<file path="src/rtl/bmpq_pkg.sv">
`default_nettype none
package bmpq_pkg;

	localparam int NUM_BINS   = 4096;
	localparam int POOL_NODES = 4096;
	localparam int COORD_BITS = 16;

	localparam int BIN_BITS   = $clog2(NUM_BINS);
	localparam int NODE_BITS  = $clog2(POOL_NODES);
	localparam int INIT_DEPTH = (NUM_BINS > POOL_NODES) ? NUM_BINS : POOL_NODES;
	localparam int INIT_BITS  = $clog2(INIT_DEPTH);

	typedef enum logic [1:0] {
		OP_PUSH   = 2'd0,
		OP_REPUSH = 2'd1,
		OP_POP    = 2'd2,
		OP_NOP    = 2'd3
	} op_t;

	typedef enum logic [1:0] {
		ST_OK        = 2'd0,
		ST_FULL      = 2'd1,
		ST_EMPTY     = 2'd2,
		ST_NOT_FOUND = 2'd3
	} status_t;

	typedef struct packed {
		logic [COORD_BITS-1:0] x;
		logic [COORD_BITS-1:0] y;
		logic [COORD_BITS-1:0] z;
		logic [BIN_BITS-1:0]   pri;
	} item_t;

	typedef struct packed {
		op_t                   op;
		logic [COORD_BITS-1:0] x;
		logic [COORD_BITS-1:0] y;
		logic [COORD_BITS-1:0] z;
		logic [BIN_BITS-1:0]   w;
		logic [BIN_BITS-1:0]   wo;
	} req_t;

	// Priorities above the top bin land in the top bin.
	function automatic logic [BIN_BITS-1:0] clamp_bin(input logic [11:0] p);
		if ({5'd0, p} > 17'(NUM_BINS - 1))
			return BIN_BITS'(NUM_BINS - 1);
		return BIN_BITS'(p);
	endfunction

endpackage
`default_nettype wire

</file>
<file path="src/rtl/bmpq_front.sv">
`default_nettype none
module bmpq_front (
	input  wire logic              clk,
	input  wire logic              arst_n,
	input  wire logic              in_valid,
	output logic                   in_stall,
	input  wire logic [1:0]        kind,
	input  wire logic [15:0]       item_x,
	input  wire logic [15:0]       item_y,
	input  wire logic [15:0]       item_z,
	input  wire logic [11:0]       priority_req,
	input  wire logic [11:0]       old_priority,
	output logic                   q_valid,
	output bmpq_pkg::req_t         q_head,
	input  wire logic              q_pop
);
	import bmpq_pkg::*;

	req_t       slot_q [2];
	logic       wp_q;
	logic       rp_q;
	logic [1:0] cnt_q;
	req_t       req;
	logic       push;

	always_comb begin
		// Every two-bit kind has an operation code, the last one being the unused one.
		req.op = op_t'(kind);
		req.x  = item_x[COORD_BITS-1:0];
		req.y  = item_y[COORD_BITS-1:0];
		req.z  = item_z[COORD_BITS-1:0];
		req.w  = clamp_bin(priority_req);
		req.wo = clamp_bin(old_priority);
	end

	assign in_stall = (cnt_q == 2'd2);
	assign push     = in_valid && !in_stall;
	assign q_valid  = (cnt_q != 2'd0);
	assign q_head   = slot_q[rp_q];

	always_ff @(posedge clk) begin
		if (push)
			slot_q[wp_q] <= req;
	end

	always_ff @(posedge clk or negedge arst_n) begin
		if (!arst_n) begin
			wp_q  <= 1'b0;
			rp_q  <= 1'b0;
			cnt_q <= 2'd0;
		end else begin
			if (push)
				wp_q <= !wp_q;
			if (q_pop)
				rp_q <= !rp_q;
			cnt_q <= cnt_q + {1'b0, push} - {1'b0, q_pop};
		end
	end

endmodule
`default_nettype wire

</file>
<file path="config.mk">
export PLATFORM = sky130hd
export DESIGN_NAME = bmpq_front
export DESIGN_NICKNAME = d
export VERILOG_FILES = /design/src/rtl/bmpq_pkg.sv /design/src/rtl/bmpq_front.sv
export SDC_FILE = /design/constraint.sdc
export NUM_CORES = 1
export LEC_CHECK = 0
export BUFFER_PORTS_ARGS = -buffer_cell sky130_fd_sc_hd__buf_2
export CORE_AREA = 4 4 117 119
export DETAILED_ROUTE_END_ITERATION = 7
export DIE_AREA = 0 0 121 123
export PLACE_DENSITY = 0.7
export RECOVER_POWER = 50
export SLEW_MARGIN = 20
export SYNTH_ARGS = -nofsm -noshare
export SYNTH_HDL_FRONTEND = slang
export SYNTH_SLANG_ARGS = --single-unit
</file>
<file path="constraint.sdc">
create_clock -name clk -period 5.4 [get_ports clk]
set_input_delay 1.08 -clock clk [delete_from_list [all_inputs] [get_ports clk]]
set_output_delay 1.08 -clock clk [all_outputs]
set_load 0.03 [all_outputs]
</file>
=== Word-level counts from Yosys, hierarchy flattened ===
Memories as Yosys holds them, arrays and structs flattened.
Cells that the tools add are included.
Widths: inputs -> output; s select.

* Memories: 1
* Bits in registers: 4
* Output and inout port bits: 76
* Logic and storage cells: 14
* Input port bits: 78
* Bits in writable memories: 148

* Add/subtract/negate cells: 2
* Reduce and logical (&&, ||, !) cells: 5
* Equal/unequal tests: 1
* Muxes and demuxes: 2

{| class="wikitable"
|+ Memory list
! name !! depth !! bits a word !! read ports !! clocked after memory_dff !! write ports !! line !! text
|-
| slot_q || 2 || 74 || 1 || 0 || 1 || bmpq_front.sv:19 || <nowiki>req_t slot_q [2];</nowiki>
|}

{| class="wikitable"
|+ Operators with widths
! kind !! count
|-
| $logic_not 1->1 || 3
|-
| $add 2x1->2 || 1
|-
| $eq 2x2->1 const B || 1
|-
| $mux 1 || 2
|-
| $reduce_bool 2->1 || 1
|-
| $sub 2x1->2 || 1
|-
| $logic_and 1x1->1 || 1
|}

=== Logic depth before layout (Yosys ltp) ===
* Word-level depth: 5
* Depth in mapped cells: 7
* Depth with buffers taken out: 7

=== Worst setup path before layout ===
Ideal clock, no wire load.

* Path kind: input port to flip-flop
* Start point: input port in_valid
* End point: memory slot_q[0][0] in the netlist's numbering, enable pin
* Stages: 2
* Path buffers: 0
* Data required time: 4.893 ns
* Data arrival time: 4.262 ns
* Setup time: 0.507 ns
* Setup slack: 0.631 ns
* Cells stage by stage: nand2_1 > nor2_1

* Cells in the longest elaborated chain, start to end: 3

{| class="wikitable"
|+ RTL lines
! item !! line !! text
|-
| start, declared || bmpq_front.sv:5 || <nowiki>input wire logic in_valid,</nowiki>
|-
| $logic_and 1x1->1 || bmpq_front.sv:37 || <nowiki>assign push = in_valid && !in_stall;</nowiki>
|-
| $mux 1 || bmpq_front.sv:42 || <nowiki>if (push)</nowiki>
|-
| $mux 1 (implied by the code) || bmpq_front.sv:43 || <nowiki>slot_q[wp_q] <= req;</nowiki>
|-
| end, declared || bmpq_front.sv:19 ||
|}

No other way between the ends.

=== Worst setup path after layout ===
* Start point: input port in_valid
* End point: memory slot_q[1][37] in the netlist's numbering, enable pin

The elaborated chain is that of the path after synthesis.

==> qor.csv <==
stage;metric;value;unit
status;status;finished, violations left;
status;violations;max-capacitance violations, max-slew violations;
clock_tree;clkSinkCount;152;
worst_setup_path;rr_worst_depth;2;
finish;final_cells;599;
timing;period_share;69.9;%
route;drt_iter0_markers;123;
worst_setup_path;cp.required;5340;ps
timing;finalWorstSetupSlack;1620;ps
timing;rsz0062_at_grt;no;
global_routing;antenna_found_initial;0;
logic_synthesis;synth-edff-count;148;
logic_synthesis;ys.flop_type;edfxtp_1;
min_path;min_path_type;input port to async pin;
logic_synthesis;synth_fp_nets;327;
finish;nets;494;
route;drc;0;
place;placed_cells;567;
route;wl_per_cell;16.2;um
worst_setup_path;crit_buf_inv;1;
route;drt_wl_total;9710;um
logic_synthesis;avgSynthCellArea;23.2;um^2
worst_setup_path;worstPathMaxFanout;74;
place;dp_slack;2210;ps
finish;areaGrowthSynthToFinish;25.5;%
finish;fin_area;7200;um^2
worst_setup_path;cp_slowest_cell;and3_1;
worst_setup_path;crit_chain;buf_2 > and3_1;
worst_setup_path;cp_slowest_stage_delay;2490;ps
finish;final_util;57.3;%
timing;finalMaxSlewViolations;96;
worst_setup_path;crit_path_end_kind;register;
timing;setup_tns;0;ps
logic_synthesis;ys_types;15;
logic_synthesis;async_reset_ff_share;2.63;%
place;portBuffers;153;
place;place_area;6680;um^2
timing;fin_crit;3780;ps
power;p_total;4.42;mW
global_routing;grt_max_degree;75;
route;viasPerCell;4.63;
clock_tree;cts_tree;done;
clock_tree;hold_buffers;0;
finish;num-fill-cells;996;
logic_synthesis;synth_cells;247;
timing;max_freq;265;MHz
clock_tree;cts.clk_slew.worst_paths;60;ps
power;p_leak;2.77;nW
die;ios;154;
timing;whs;500;ps
finish;antenna_cells;0;
global_routing;grtUsageTotal;13.4;%
logic_synthesis;seq_area_frac_synth;79.2;%
route;first_pass_iters;4;
power;power_density;614;nW/um^2
worst_setup_path;ff2ff_setup_slack;1820;ps
finish;final_cell_mix;edfxtp_1 (148), buf_2 (115), mux2_4 (50);
logic_synthesis;syn_area;5740;um^2
global_routing;grt_pass1_vias;2889;
clock_tree;clock_latency;410;ps
global_routing;overflow;0;
route;drtAntennaViolNets;0;
timing;finalHoldViolCount;0;
die;rows;41;
die;fp.dieH;123;um
finish;final_common_cell;edfxtp_1;
clock_tree;cts_buffers;17;
place;hpwl;6460;um
worst_setup_path;critPathLaunchType;input port;
timing;max_slew_margin;-130;%
route;via_count;2773;
worst_setup_path;crit_family;simple AND/OR/NAND/NOR gates;
timing;clock_skew;6.97;ps
timing;worst_slew_pin_slew;3450;ps
finish;layout-drive-gt1-share;52.5;%
clock_tree;h-tree-depth;4;
worst_setup_path;crit_cells;2;
clock_tree;root_buffer;clkbuf_16;
logic_synthesis;synth_seq_cells;152;
die;design.core.area;12600;um^2
worst_setup_path;crit_type;input port to register;
die;die_w;121;um
worst_setup_path;crit_arrival;3720;ps
die;die_area;14900;um^2
run;max_cap_violations;2;
clock_tree;post_cts_buffers;0;
place;gp_congestion;0.679;
worst_setup_path;r2r-start;cnt_q[1];
timing;setup_violations;0;
global_routing;grt_pass1_wl;14700;um
clock_tree;cts.path.max_buffers;2;
clock_tree;cts_resized;0;
worst_setup_path;regToRegEndpoint;slot_q[1][37];
logic_synthesis;yosysWarnings;0;
die;initial_core_util;45.6;%
power;irDropWorstVdd;0.333;mV
state kept, by name (all words and copies together) (netlist names):
signal / cells
cnt_q: 2
rp_q: 1
slot_q: 148
wp_q: 1
where the power goes:
part           switching, mW  internal, mW
clock                  0.433         0.703
combinational          0.900         0.589
sequential             0.162          1.63
total                   1.49          2.93
cells by family after synthesis:
| kind of cell | after synthesis | synth area share [%] |
|---|---|---|
| simple gates | 5 | 0.458 |
| mux | 74 | 17.8 |
| flops | 152 | 79.2 |
| xor+xnor | 4 | 0.611 |
| fa+ha+maj | 2 | 0.436 |
| buf+inv | 10 | 1.48 |
worst max-delay path by stage:
stage,startpoint,to,slack [ps]
floorplan,in_valid,slot_q[0][0],630
global placement,rp_q,q_head[12],2230
detailed placement,rp_q,q_head[8],2210
CTS,rp_q,q_head[8],1750
global route,in_valid,slot_q[1][39],1300
finish,in_valid,slot_q[1][37],1620
layer usage:
layer	track usage, %	vias to the layer above	share of wire (%)
li1	-	1313	-
met1	15.5	1330	39
met2	21.6	108	50
met3	5.31	22	8.2
met4	7.29	0	2.6
met5	0	-	0
Yosys cell counts (all sizes together), types with 2 or more instances:
master / n / share of area (%)
mux2: 74 / 18
inv: 2 / 0.13
dfrtp: 4 / 1.7
ha: 2 / 0.44
edfxtp: 148 / 77
xnor2: 3 / 0.46
buf: 8 / 1.4
area by class of cell:
type / count / area [um^2] / area share, %
Clock inverter: 11 / 123 / 1.70
Multi-Input combinational cell: 85 / 1110 / 15.4
Inverter: 2 / 7.51 / 0.104
Tap cell: 172 / 215 / 2.99
Sequential cell: 152 / 4550 / 63.2
Clock buffer: 21 / 460 / 6.39
Timing Repair Buffer: 156 / 741 / 10.3
worst reg2reg max path: stages (launching register included):
cell and delay (ps):
dfrtp_1 400, nand2b_1 130, and3_1 2530
No activity file was read; power rests on OpenSTA's default activity.
